===== config.mk =====
export PLATFORM = sky130hd
export DESIGN_NAME = voxel_ray_traversal_top_flat
export DESIGN_NICKNAME = d
export VERILOG_FILES = /design/src/design/vrt_pkg.sv /design/src/design/vrt_channels.sv /design/src/design/vrt_cfg.sv /design/src/design/vrt_div.sv /design/src/design/voxel_ray_traversal_top.sv /design/src/flat_wrapper.sv
export VERILOG_INCLUDE_DIRS = /design/src /design/src/design
export SDC_FILE = /design/constraint.sdc
export NUM_CORES = 2
export LEC_CHECK = 0
export BUFFER_PORTS_ARGS = -buffer_cell sky130_fd_sc_hd__buf_2
export CAP_MARGIN = 10
export CELL_PAD_IN_SITES_DETAIL_PLACEMENT = 1
export CELL_PAD_IN_SITES_GLOBAL_PLACEMENT = 2
export CORE_ASPECT_RATIO = 0.5
export CORE_UTILIZATION = 35
export CTS_CLUSTER_DIAMETER = 200
export CTS_CLUSTER_SIZE = 30
export DETAILED_ROUTE_END_ITERATION = 16
export HOLD_SLACK_MARGIN = 0.05
export PLACE_DENSITY = 0.84
export SYNTH_ARGS = -nofsm -noshare
export SYNTH_HDL_FRONTEND = slang
export SYNTH_SLANG_ARGS = --single-unit

===== constraint.sdc =====
create_clock -name clk -period 9.25 [get_ports clk]
set_input_delay 1.3875 -clock clk [delete_from_list [all_inputs] [get_ports clk]]
set_output_delay 1.3875 -clock clk [all_outputs]
set_load 0.01 [all_outputs]

===== src/design/voxel_ray_traversal_top_assert.svh =====
// Assertion macros for the voxel ray traversal block.
// Used by files that check their own control logic; expects clk and rst in scope.
`ifndef VOXEL_RAY_TRAVERSAL_TOP_ASSERT_SVH
`define VOXEL_RAY_TRAVERSAL_TOP_ASSERT_SVH

// Same-cycle implication, disabled during reset.
`define VRT_ASSERT_IMP(lbl, ante, cons, msg) \
  lbl: assert property (@(posedge clk) disable iff (rst) (ante) |-> (cons)) \
    else $error(msg);

// Next-cycle implication, disabled during reset.
`define VRT_ASSERT_NXT(lbl, ante, cons, msg) \
  lbl: assert property (@(posedge clk) disable iff (rst) (ante) |=> (cons)) \
    else $error(msg);

`endif


===== src/design/vrt_pkg.sv =====
// Shared types and constants for the voxel ray traversal block.
// No dependencies.
package vrt_pkg;

  localparam int TIME_W = 32;
  localparam logic [TIME_W-1:0] TIME_INF = '1;

  localparam int MAXD_W = 16;
  localparam logic [MAXD_W-1:0] MAXD_RESET = 16'd1024;

  localparam int CFG_ADDR_W = 3;
  localparam int CFG_DATA_W = 32;
  localparam logic REG_MAX_DISTANCE = 1'b0;

  localparam logic CMD_START = 1'b0;
  localparam logic CMD_STEP  = 1'b1;

  localparam logic [1:0] AXIS_X = 2'd0;
  localparam logic [1:0] AXIS_Y = 2'd1;
  localparam logic [1:0] AXIS_Z = 2'd2;

  typedef enum logic [2:0] {
    ST_IDLE,
    ST_MUL,
    ST_END,
    ST_DIV_BND,
    ST_DIV_TPC,
    ST_EMIT,
    ST_STEP
  } state_t;

  typedef enum logic [1:0] {
    SGN_ZERO,
    SGN_POS,
    SGN_NEG
  } sgn_t;

endpackage


===== src/design/vrt_channels.sv =====
// Handshake channels of the voxel ray traversal block: request and response.
// No dependencies.
interface vrt_in_if #(
  parameter int COORD_BITS = 24,
  parameter int FRAC_BITS  = 16
);
  localparam int OW   = COORD_BITS + FRAC_BITS;
  localparam int DIRW = FRAC_BITS + 2;

  logic                   valid;
  logic                   ready;
  logic                   cmd;
  logic signed [OW-1:0]   origin_x;
  logic signed [OW-1:0]   origin_y;
  logic signed [OW-1:0]   origin_z;
  logic signed [DIRW-1:0] dir_x;
  logic signed [DIRW-1:0] dir_y;
  logic signed [DIRW-1:0] dir_z;

  modport source (output valid, cmd, origin_x, origin_y, origin_z, dir_x, dir_y, dir_z,
                  input ready);
  modport sink   (input valid, cmd, origin_x, origin_y, origin_z, dir_x, dir_y, dir_z,
                  output ready);
endinterface

interface vrt_out_if #(
  parameter int COORD_BITS = 24
);
  logic                         valid;
  logic                         ready;
  logic signed [COORD_BITS-1:0] cell_x;
  logic signed [COORD_BITS-1:0] cell_y;
  logic signed [COORD_BITS-1:0] cell_z;
  logic signed [COORD_BITS-1:0] prev_x;
  logic signed [COORD_BITS-1:0] prev_y;
  logic signed [COORD_BITS-1:0] prev_z;
  logic                         at_end;

  modport source (output valid, cell_x, cell_y, cell_z, prev_x, prev_y, prev_z, at_end,
                  input ready);
  modport sink   (input valid, cell_x, cell_y, cell_z, prev_x, prev_y, prev_z, at_end,
                  output ready);
endinterface


===== src/design/vrt_cfg.sv =====
// APB register file for the voxel ray traversal block (max_distance only).
// Depends on vrt_pkg.
module vrt_cfg (
  input  logic                           clk,
  input  logic                           rst,
  input  logic                           psel,
  input  logic                           penable,
  input  logic                           pwrite,
  input  logic [vrt_pkg::CFG_ADDR_W-1:0] paddr,
  input  logic [vrt_pkg::CFG_DATA_W-1:0] pwdata,
  output logic [vrt_pkg::CFG_DATA_W-1:0] prdata,
  output logic                           pready,
  output logic [vrt_pkg::MAXD_W-1:0]     max_distance
);
  import vrt_pkg::*;

  logic reg_idx;
  logic wr_en;

  assign reg_idx = paddr[CFG_ADDR_W-1];
  assign wr_en   = psel && penable && pwrite;
  assign pready  = 1'b1;

  always_ff @(posedge clk) begin
    if (rst) begin
      max_distance <= MAXD_RESET;
    end else if (wr_en && (reg_idx == REG_MAX_DISTANCE)) begin
      max_distance <= pwdata[MAXD_W-1:0];
    end
  end

  always_comb begin
    unique case (reg_idx)
      REG_MAX_DISTANCE: prdata = {{(CFG_DATA_W-MAXD_W){1'b0}}, max_distance};
      default:          prdata = '0;
    endcase
  end

endmodule


===== src/design/vrt_div.sv =====
// Restoring radix-2 divider, one quotient bit per cycle, shared by all setup divisions.
// Depends on nothing; caller never starts it with a zero divisor.
module vrt_div #(
  parameter int DVW  = 33,
  parameter int MAGW = 18
) (
  input  logic            clk,
  input  logic            rst,
  input  logic            start,
  input  logic [DVW-1:0]  dividend,
  input  logic [MAGW-1:0] divisor,
  output logic            done,
  output logic [DVW-1:0]  quotient
);
  localparam int CW = $clog2(DVW + 1);

  logic [DVW-1:0]  dvd;
  logic [MAGW-1:0] dsr;
  logic [MAGW-1:0] rem;
  logic [CW-1:0]   cnt;
  logic            busy;
  logic [MAGW:0]   trial;
  logic [MAGW:0]   diff;
  logic            ge;

  assign trial    = {rem, dvd[DVW-1]};
  assign ge       = trial >= {1'b0, dsr};
  assign diff     = trial - {1'b0, dsr};
  assign quotient = dvd;

  always_ff @(posedge clk) begin
    if (rst) begin
      busy <= 1'b0;
      done <= 1'b0;
      cnt  <= '0;
    end else begin
      done <= 1'b0;
      if (start) begin
        busy <= 1'b1;
        cnt  <= CW'(DVW);
      end else if (busy) begin
        cnt <= cnt - CW'(1);
        if (cnt == CW'(1)) begin
          busy <= 1'b0;
          done <= 1'b1;
        end
      end
    end
  end

  always_ff @(posedge clk) begin
    if (start) begin
      dvd <= dividend;
      dsr <= divisor;
      rem <= '0;
    end else if (busy) begin
      rem <= ge ? diff[MAGW-1:0] : trial[MAGW-1:0];
      dvd <= {dvd[DVW-2:0], ge};
    end
  end

endmodule


===== src/design/voxel_ray_traversal_top.sv =====
// Voxel ray traversal (3D DDA walk). Depends on vrt_pkg, vrt_channels, vrt_cfg, vrt_div.
// A step result is registered in ST_STEP after acceptance, once the output register is free.
// A start result is set by six divisions on the one shared radix-2 divider (a zero
// direction skips its two).
// One item is in work at a time; a finished result waits in the output register.
// Reset (rst, synchronous): cells zero, times all ones, max_distance 1024.
`include "voxel_ray_traversal_top_assert.svh"

module voxel_ray_traversal_top #(
  parameter int COORD_BITS = 24,
  parameter int FRAC_BITS  = 16
) (
  input  logic                           clk,
  input  logic                           rst,
  vrt_in_if.sink                         req,
  vrt_out_if.source                      rsp,
  input  logic                           psel,
  input  logic                           penable,
  input  logic                           pwrite,
  input  logic [vrt_pkg::CFG_ADDR_W-1:0] paddr,
  input  logic [vrt_pkg::CFG_DATA_W-1:0] pwdata,
  output logic [vrt_pkg::CFG_DATA_W-1:0] prdata,
  output logic                           pready
);
  import vrt_pkg::*;

  localparam int C    = COORD_BITS;
  localparam int F    = FRAC_BITS;
  localparam int OW   = C + F;          // origin width
  localparam int DIRW = F + 2;          // direction width
  localparam int PW   = DIRW + MAXD_W + 1; // dir * max_distance
  localparam int RW   = PW + 1;         // frac + product
  localparam int NUMW = F + 1;          // boundary distance, up to one cell
  localparam int DVW  = 2 * F + 1;      // dividend, up to 2^(2F)
  localparam int MAGW = DIRW;           // |dir|
  localparam int QX   = (DVW > TIME_W) ? DVW : TIME_W + 1;

  state_t state, state_next;

  // configuration
  logic [MAXD_W-1:0] maxd;

  // latched start payload
  logic [2:0][OW-1:0]   org;
  logic [2:0][DIRW-1:0] dirr;

  // traversal state
  logic [2:0][C-1:0]      cur;
  logic [2:0][C-1:0]      prev;
  logic [2:0][C-1:0]      endc;
  logic [2:0][TIME_W-1:0] nbt;   // next boundary time
  logic [2:0][TIME_W-1:0] tpc;   // time per cell
  sgn_t                   sgn [0:2];
  logic [1:0]             ax;    // axis under setup

  // per-axis setup working registers
  logic signed [PW-1:0] prod;
  logic [F-1:0]         frac;
  logic [MAGW-1:0]      mag;
  logic [NUMW-1:0]      num;

  // output register
  logic         rsp_valid;
  logic [C-1:0] o_cx, o_cy, o_cz, o_px, o_py, o_pz;
  logic         o_end;

  // FSM outputs
  logic rdy;
  logic div_start;
  logic step_go;
  logic emit_go;
  logic out_free;

  // divider
  logic [DVW-1:0] div_dvd;
  logic           div_done;
  logic [DVW-1:0] div_q;

  vrt_cfg u_cfg (
    .clk          (clk),
    .rst          (rst),
    .psel         (psel),
    .penable      (penable),
    .pwrite       (pwrite),
    .paddr        (paddr),
    .pwdata       (pwdata),
    .prdata       (prdata),
    .pready       (pready),
    .max_distance (maxd)
  );

  vrt_div #(.DVW(DVW), .MAGW(MAGW)) u_div (
    .clk      (clk),
    .rst      (rst),
    .start    (div_start),
    .dividend (div_dvd),
    .divisor  (mag),
    .done     (div_done),
    .quotient (div_q)
  );

  // ---------------------------------------------------------------------------
  // Setup datapath: selected axis operands
  // ---------------------------------------------------------------------------
  logic [OW-1:0]   org_sel;
  logic [DIRW-1:0] dir_sel;
  logic            dir_neg;
  logic            dir_zero;
  logic            mag_zero;

  assign org_sel  = org[ax];
  assign dir_sel  = dirr[ax];
  assign dir_neg  = dir_sel[DIRW-1];
  assign dir_zero = (dir_sel == '0);
  assign mag_zero = (mag == '0);

  // end cell = floor(origin) + floor((frac + dir*max_distance) / 2^F)
  logic signed [RW-1:0] reach;
  logic signed [RW-1:0] reach_sh;
  logic [C+RW-1:0]      end_sum;

  assign reach    = $signed({{(RW-F){1'b0}}, frac}) + $signed({prod[PW-1], prod});
  assign reach_sh = reach >>> F;
  assign end_sum  = {{RW{cur[ax][C-1]}}, cur[ax]} + {{C{reach_sh[RW-1]}}, reach_sh};

  // first division: boundary distance << F; second: one cell << F, i.e. 2^(2F)
  assign div_dvd = (state == ST_DIV_BND) ? {1'b1, {(2*F){1'b0}}} : {num, {F{1'b0}}};

  // quotient saturates to all ones when it overflows the time width
  logic [QX-1:0]     q_ext;
  logic [TIME_W-1:0] time_sat;

  assign q_ext    = QX'(div_q);
  assign time_sat = (|q_ext[QX-1:TIME_W]) ? TIME_INF : q_ext[TIME_W-1:0];

  // ---------------------------------------------------------------------------
  // Step datapath: pick the axis with the smallest boundary time, ties to the
  // later axis; a step at the end cell changes nothing.
  // ---------------------------------------------------------------------------
  logic [1:0]             sel;
  logic                   same;
  logic [TIME_W:0]        nbt_sum;
  logic [2:0][C-1:0]      cur_step;
  logic [2:0][C-1:0]      prev_step;
  logic [2:0][TIME_W-1:0] nbt_step;

  always_comb begin
    cur_step  = cur;
    prev_step = prev;
    nbt_step  = nbt;
    same      = (cur == endc);
    if (nbt[AXIS_X] < nbt[AXIS_Y] && nbt[AXIS_X] < nbt[AXIS_Z]) begin
      sel = AXIS_X;
    end else if (nbt[AXIS_Y] < nbt[AXIS_Z]) begin
      sel = AXIS_Y;
    end else begin
      sel = AXIS_Z;
    end
    nbt_sum = {1'b0, nbt[sel]} + {1'b0, tpc[sel]};
    if (!same) begin
      prev_step = cur;
      case (sgn[sel])
        SGN_POS: cur_step[sel] = cur[sel] + {{(C-1){1'b0}}, 1'b1};
        SGN_NEG: cur_step[sel] = cur[sel] - {{(C-1){1'b0}}, 1'b1};
        default: cur_step[sel] = cur[sel];
      endcase
      nbt_step[sel] = nbt_sum[TIME_W] ? TIME_INF : nbt_sum[TIME_W-1:0];
    end
  end

  // ---------------------------------------------------------------------------
  // Sequencer
  // ---------------------------------------------------------------------------
  assign out_free = !rsp_valid || rsp.ready;

  always_ff @(posedge clk) begin
    if (rst) begin
      state <= ST_IDLE;
    end else begin
      state <= state_next;
    end
  end

  always_comb begin
    state_next = state;
    unique case (state)
      ST_IDLE: begin
        if (req.valid) begin
          state_next = (req.cmd == CMD_STEP) ? ST_STEP : ST_MUL;
        end
      end
      ST_MUL: state_next = ST_END;
      ST_END: begin
        if (!mag_zero) begin
          state_next = ST_DIV_BND;
        end else begin
          state_next = (ax == AXIS_Z) ? ST_EMIT : ST_MUL;
        end
      end
      ST_DIV_BND: begin
        if (div_done) begin
          state_next = ST_DIV_TPC;
        end
      end
      ST_DIV_TPC: begin
        if (div_done) begin
          state_next = (ax == AXIS_Z) ? ST_EMIT : ST_MUL;
        end
      end
      ST_EMIT: begin
        if (out_free) begin
          state_next = ST_IDLE;
        end
      end
      ST_STEP: begin
        if (out_free) begin
          state_next = ST_IDLE;
        end
      end
      default: state_next = ST_IDLE;
    endcase
  end

  always_comb begin
    rdy       = 1'b0;
    div_start = 1'b0;
    step_go   = 1'b0;
    emit_go   = 1'b0;
    unique case (state)
      ST_IDLE:    rdy = 1'b1;
      ST_END:     div_start = !mag_zero;
      ST_DIV_BND: div_start = div_done;
      ST_EMIT:    emit_go = out_free;
      ST_STEP:    step_go = out_free;
      default: begin
        rdy = 1'b0;
      end
    endcase
  end

  assign req.ready = rdy;

  // ---------------------------------------------------------------------------
  // Architectural state
  // ---------------------------------------------------------------------------
  always_ff @(posedge clk) begin
    if (rst) begin
      cur  <= '0;
      prev <= '0;
      endc <= '0;
      nbt  <= '1;
      tpc  <= '1;
      sgn  <= '{SGN_ZERO, SGN_ZERO, SGN_ZERO};
      ax   <= AXIS_X;
    end else begin
      unique case (state)
        ST_IDLE: begin
          ax <= AXIS_X;
        end
        ST_MUL: begin
          cur[ax]  <= org_sel[OW-1:F];
          prev[ax] <= org_sel[OW-1:F];
          sgn[ax]  <= dir_zero ? SGN_ZERO : (dir_neg ? SGN_NEG : SGN_POS);
        end
        ST_END: begin
          endc[ax] <= end_sum[C-1:0];
          if (mag_zero) begin
            nbt[ax] <= TIME_INF;
            tpc[ax] <= TIME_INF;
            if (ax != AXIS_Z) begin
              ax <= ax + 2'd1;
            end
          end
        end
        ST_DIV_BND: begin
          if (div_done) begin
            nbt[ax] <= time_sat;
          end
        end
        ST_DIV_TPC: begin
          if (div_done) begin
            tpc[ax] <= time_sat;
            if (ax != AXIS_Z) begin
              ax <= ax + 2'd1;
            end
          end
        end
        ST_STEP: begin
          if (step_go) begin
            cur  <= cur_step;
            prev <= prev_step;
            nbt  <= nbt_step;
          end
        end
        default: begin
          ax <= AXIS_X;
        end
      endcase
    end
  end

  // result beat: loaded on emit or step, dropped once taken
  always_ff @(posedge clk) begin
    if (rst) begin
      rsp_valid <= 1'b0;
    end else if (step_go || emit_go) begin
      rsp_valid <= 1'b1;
    end else if (rsp.ready) begin
      rsp_valid <= 1'b0;
    end
  end

  // ---------------------------------------------------------------------------
  // Payload registers (no reset)
  // ---------------------------------------------------------------------------
  always_ff @(posedge clk) begin
    if (req.valid && rdy) begin
      org[AXIS_X]  <= req.origin_x;
      org[AXIS_Y]  <= req.origin_y;
      org[AXIS_Z]  <= req.origin_z;
      dirr[AXIS_X] <= req.dir_x;
      dirr[AXIS_Y] <= req.dir_y;
      dirr[AXIS_Z] <= req.dir_z;
    end
    if (state == ST_MUL) begin
      prod <= $signed(dir_sel) * $signed({1'b0, maxd});
      frac <= org_sel[F-1:0];
      mag  <= dir_neg ? MAGW'(-dir_sel) : dir_sel;
      num  <= dir_neg ? {1'b0, org_sel[F-1:0]}
                      : ({1'b1, {F{1'b0}}} - {1'b0, org_sel[F-1:0]});
    end
    if (step_go) begin
      o_cx  <= cur_step[AXIS_X];
      o_cy  <= cur_step[AXIS_Y];
      o_cz  <= cur_step[AXIS_Z];
      o_px  <= prev_step[AXIS_X];
      o_py  <= prev_step[AXIS_Y];
      o_pz  <= prev_step[AXIS_Z];
      o_end <= (cur_step == endc);
    end else if (emit_go) begin
      o_cx  <= cur[AXIS_X];
      o_cy  <= cur[AXIS_Y];
      o_cz  <= cur[AXIS_Z];
      o_px  <= prev[AXIS_X];
      o_py  <= prev[AXIS_Y];
      o_pz  <= prev[AXIS_Z];
      o_end <= (cur == endc);
    end
  end

  assign rsp.valid  = rsp_valid;
  assign rsp.cell_x = o_cx;
  assign rsp.cell_y = o_cy;
  assign rsp.cell_z = o_cz;
  assign rsp.prev_x = o_px;
  assign rsp.prev_y = o_py;
  assign rsp.prev_z = o_pz;
  assign rsp.at_end = o_end;

  // ---------------------------------------------------------------------------
  // Checks
  // ---------------------------------------------------------------------------
  `VRT_ASSERT_NXT(a_accept_busy, req.valid && req.ready, state != ST_IDLE, "accepted beat left the sequencer idle")
  `VRT_ASSERT_NXT(a_end_holds, step_go && same, $stable(cur) && $stable(nbt), "step at end cell moved the walk")
  `VRT_ASSERT_NXT(a_time_grows, step_go, nbt[0] >= $past(nbt[0]) && nbt[1] >= $past(nbt[1]) && nbt[2] >= $past(nbt[2]), "boundary time went backward")
  `VRT_ASSERT_IMP(a_rsp_source, $rose(rsp_valid), $past(state == ST_STEP) || $past(state == ST_EMIT), "result raised outside emit or step")

endmodule

===== src/flat_wrapper.sv =====
// flat-port wrapper written by rule: the top's interface ports become plain ports
module voxel_ray_traversal_top_flat import vrt_pkg::*;
#(
  parameter int COORD_BITS = 24,
  parameter int FRAC_BITS  = 16
)
  (clk, rst, psel, penable, pwrite, paddr, pwdata, prdata, pready, req_valid, req_cmd, req_origin_x, req_origin_y, req_origin_z, req_dir_x, req_dir_y, req_dir_z, req_ready, rsp_valid, rsp_cell_x, rsp_cell_y, rsp_cell_z, rsp_prev_x, rsp_prev_y, rsp_prev_z, rsp_at_end, rsp_ready);
  vrt_in_if #(.COORD_BITS(COORD_BITS), .FRAC_BITS(FRAC_BITS)) req_i ();
  vrt_out_if #(.COORD_BITS(COORD_BITS)) rsp_i ();
  input  logic clk;
  input  logic rst;
  input  logic psel;
  input  logic penable;
  input  logic pwrite;
  input  logic [vrt_pkg::CFG_ADDR_W-1:0] paddr;
  input  logic [vrt_pkg::CFG_DATA_W-1:0] pwdata;
  output logic [vrt_pkg::CFG_DATA_W-1:0] prdata;
  output logic pready;
  input wire logic [$bits(req_i.valid)-1:0] req_valid;
  input wire logic [$bits(req_i.cmd)-1:0] req_cmd;
  input wire logic [$bits(req_i.origin_x)-1:0] req_origin_x;
  input wire logic [$bits(req_i.origin_y)-1:0] req_origin_y;
  input wire logic [$bits(req_i.origin_z)-1:0] req_origin_z;
  input wire logic [$bits(req_i.dir_x)-1:0] req_dir_x;
  input wire logic [$bits(req_i.dir_y)-1:0] req_dir_y;
  input wire logic [$bits(req_i.dir_z)-1:0] req_dir_z;
  output wire logic [$bits(req_i.ready)-1:0] req_ready;
  output wire logic [$bits(rsp_i.valid)-1:0] rsp_valid;
  output wire logic [$bits(rsp_i.cell_x)-1:0] rsp_cell_x;
  output wire logic [$bits(rsp_i.cell_y)-1:0] rsp_cell_y;
  output wire logic [$bits(rsp_i.cell_z)-1:0] rsp_cell_z;
  output wire logic [$bits(rsp_i.prev_x)-1:0] rsp_prev_x;
  output wire logic [$bits(rsp_i.prev_y)-1:0] rsp_prev_y;
  output wire logic [$bits(rsp_i.prev_z)-1:0] rsp_prev_z;
  output wire logic [$bits(rsp_i.at_end)-1:0] rsp_at_end;
  input wire logic [$bits(rsp_i.ready)-1:0] rsp_ready;
  assign req_i.valid = req_valid;
  assign req_i.cmd = req_cmd;
  assign req_i.origin_x = req_origin_x;
  assign req_i.origin_y = req_origin_y;
  assign req_i.origin_z = req_origin_z;
  assign req_i.dir_x = req_dir_x;
  assign req_i.dir_y = req_dir_y;
  assign req_i.dir_z = req_dir_z;
  assign req_ready = req_i.ready;
  assign rsp_valid = rsp_i.valid;
  assign rsp_cell_x = rsp_i.cell_x;
  assign rsp_cell_y = rsp_i.cell_y;
  assign rsp_cell_z = rsp_i.cell_z;
  assign rsp_prev_x = rsp_i.prev_x;
  assign rsp_prev_y = rsp_i.prev_y;
  assign rsp_prev_z = rsp_i.prev_z;
  assign rsp_at_end = rsp_i.at_end;
  assign rsp_i.ready = rsp_ready;
  voxel_ray_traversal_top #(.COORD_BITS(COORD_BITS), .FRAC_BITS(FRAC_BITS)) u_core (.clk(clk), .rst(rst), .req(req_i), .rsp(rsp_i), .psel(psel), .penable(penable), .pwrite(pwrite), .paddr(paddr), .pwdata(pwdata), .prdata(prdata), .pready(pready));
endmodule

==> results.md <==
- Avg WL per Cell: 27.4 um
- Initial Utilization: 35.5%
- Register area share after synthesis: 36.3%
- CTS buffer count: 36
- Die Footprint: 0.182 mm2
- Detailed Place HPWL: 204000 um
- 1st-pass router iterations: 8
- Final design utilization: 39.1%
- First-pass GRT wire length: 390000 um
- DRT iter0 DRCs: 6482
- Commonest cells after routing, fill and taps aside: 829 x nand2_1, 747 x nor2_1, 723 x a21oi_1
- Final Hold Vio Count: 0
- Synth top area share: 21.6%
- Peak supply drop: 0.000306 V
- Post-Route WL: 270000 um
- Area Growth Syn to Fin: 10.1%
- Skew final: 43.8 ps
- Yosys cell types: 104
- Final ANT Viol Nets: 0
- Hold WS: 451 ps
- Synthesized area: 0.0631 mm2
- Synth area leaders: edfxtp_1 22%, dfxtp_1 15%, fa_1 9.4%
- P_leak: 26.9 nW
- Worst path required time: 9670 ps
- Die Y: 302 um
- Status: complete, no violations
- Setup_tns: 0 ps
- Post-DR vias/cell: 5.85
- Share of cells above drive strength 1: 11.9%
- Routability cong.: 1.11
- Synthesized flop and latch total: 917
- CORE AREA: 0.178 mm2
- Total power: 27.1 mW
- Root Driver: clkbuf_16
- Max-Cap Viols: 0
- TritonCTS Sinks: 917
- Fin crit share: 95.6%
- Pwr/cell area: 389 mW/mm2
- GR Overflow Total: 0
- Gr usage total: 28.7%
- IO Pins: 397
- Port-buffer cells: 361
- Top FF cell, synth: dfxtp_1
- Worst Setup End Kind: register
- CTS H-Tree Depth: 2
- Asr flop ratio synth: 0%
- Final #Nets: 8227
- Num rows: 109
- Post-synth top area cell: edfxtp_1
- Max Clk Rate: 0.113 GHz
- Max Buffers Root-to-Sink: 3
- RSZ-0062 raised after global routing: false
- Place WS: 425 ps
- Clk Latency, worst-skew pair: 680 ps
- CTS Hold Bufs: 0
- Yosys warns: 0
- Slew HR: 1.96%
- Number of enable flip-flop cells after synthesis: 455
- CP Max Fanout: 20
- TritonCTS clock tree: built
- DR DRC count: 0
- # setup viols final: 0
- Vias in the first global route: 56400
- Vias: 57600
- Die X-Extent: 603 um
- CP dominant cell by count: fa_1
- Syn Area/Cell: 8.71 um2
- Final worst slack: 403 ps
- Number of antenna violations at the first check in global routing: 19
- Max incr delay on CP: 640 ps
- Post-Synthesis Cells: 7252
- Post-layout minimum cycle time: 8850 ps
- Critical path launch point type: register
- HP Class: reg -> reg
- Slew @ Worst Pin: 1470 ps
- Data arrival time of the worst path: 9270 ps
- WS Path Type: reg -> reg
- Slowest cell on the critical path: o41ai_1
- Largest net degree at the start of global routing: 146
- Clock slew at reported path FFs: 140 ps
- Max Slew Vio Count: 0
- Most common cell after layout, fill and taps aside: nand2_1
[per-stage QoR]
step | cell area [um2] | std cells
floorplan | 63200 | 7267
CTS | 69400 | 9845
detailed placement | 68400 | 9781
global placement | 68400 | 9781
global route | 69500 | 9850
finish | 69500 | 9854
[power by group]
| group | switching [mW] | internal [mW] | leakage [nW] | total, mW |
|---|---|---|---|---|
| Clock | 1.38 | 0.778 | 0.501 | 2.16 |
| Combinational | 12.7 | 6.04 | 18.4 | 18.7 |
| Sequential | 0.771 | 5.40 | 8.00 | 6.17 |
[final cells by class]
class / count / area (um2)
clock inverter: 3 / 33.8
tap: 2386 / 2990
sequential: 917 / 22900
fill: 21100 / 108000
inverter: 500 / 1880
antenna: 9 / 22.5
multi-input combinational: 5322 / 36600
clock buffer: 61 / 1020
timing repair buffer: 656 / 4070
[flip-flops by register name (all words and copies together), names as in the netlist, 6 cells and up]
signal,cells
u_core.u_cfg.max_distance,16
u_core.rsp.cell_z,24
u_core.endc,72
u_core.rsp.prev_y,24
u_core.rsp.prev_z,24
u_core.u_div.dsr,18
u_core.u_div.quotient,33
u_core.prev,72
u_core.rsp.cell_y,24
u_core.prod,35
u_core.u_div.cnt,6
u_core.mag,18
u_core.cur,72
u_core.sgn,6
u_core.rsp.prev_x,24
u_core.tpc,96
u_core.u_div.rem,18
u_core.nbt,96
u_core.org,120
u_core.dirr,54
u_core.frac,15
u_core.num,17
u_core.rsp.cell_x,24
[path summary, 6_finish.rpt]
check	from	end	slack, ps	cells past startpoint
max	u_core.ax[1]	u_core.prod[33]	400	30
min	u_core.mag[14]	u_core.u_div.dsr[14]	450	0
max reg2reg	u_core.ax[1]	u_core.prod[33]	400	30
min reg2reg	u_core.mag[14]	u_core.u_div.dsr[14]	450	0
[what timing repair did]
action                     CTS  global route
resized for setup            0             3
buffers inserted             0             0
setup endpoints to repair    0             2
[layer usage]
metal	part of all wire (%)	GRT usage, %	vias up	routed length (um)
met1	44	40.2	29500	118000
met2	44	44.5	2305	118000
li1	-	-	25400	-
met5	0.027	0	-	74
met3	9.2	6.11	400	24900
met4	3.3	8.61	12	8990
[synth_stat cells (all sizes together) (11+ instances only)]
cell,n
nand2,833
nor2,762
a21oi,727
inv,499
o21ai,480
dfxtp,462
edfxtp,455
clkbuf,449
fa,296
ha,281
xnor2,200
and2,165
nand2b,131
nor3,130
mux2i,115
o32ai,103
a31oi,95
xor2,88
nand3,84
buf,79
mux2,78
a211oi,68
nand4,55
and3,46
a21o,42
nor2b,41
nor4,37
a221oi,35
or3,32
o31ai,25
a21boi,21
o21a,21
a22o,19
or2,17
nand3b,15
o22ai,15
or4,15
o211ai,14
o221ai,14
o22a,13
nor3b,12
a2111oi,11
a31o,11
o21bai,11
o41ai,11
[cell families (layout without fill, tap and decap cells)]
family                   after synthesis  in the layout  synth area share, %
AO/OA/AOI/OAI                       1846           1846                 17.9
buffers and inverters               1028           1220                 6.30
AND/OR/NAND/NOR                     2401           2401                 17.3
adder cells (fa/ha/maj)              577            577                 15.0
multiplexers                         193            193                 3.21
other                                  2             26               0.0119
flip-flops                           917            917                 36.3
XOR/XNOR                             288            288                 4.00
[critical path: cells and delay by family, from the launching register on]
kind	cells	cell delay (ps)
xor gates and xnor gates	1	80
adders and majority gates	7	3310
and+or+nand+nor	5	790
DFF	1	520
AOI/OAI and AO/OA	11	2880
buffers and inverters	6	960
Note: power is estimated with default switching activity, not from simulation.
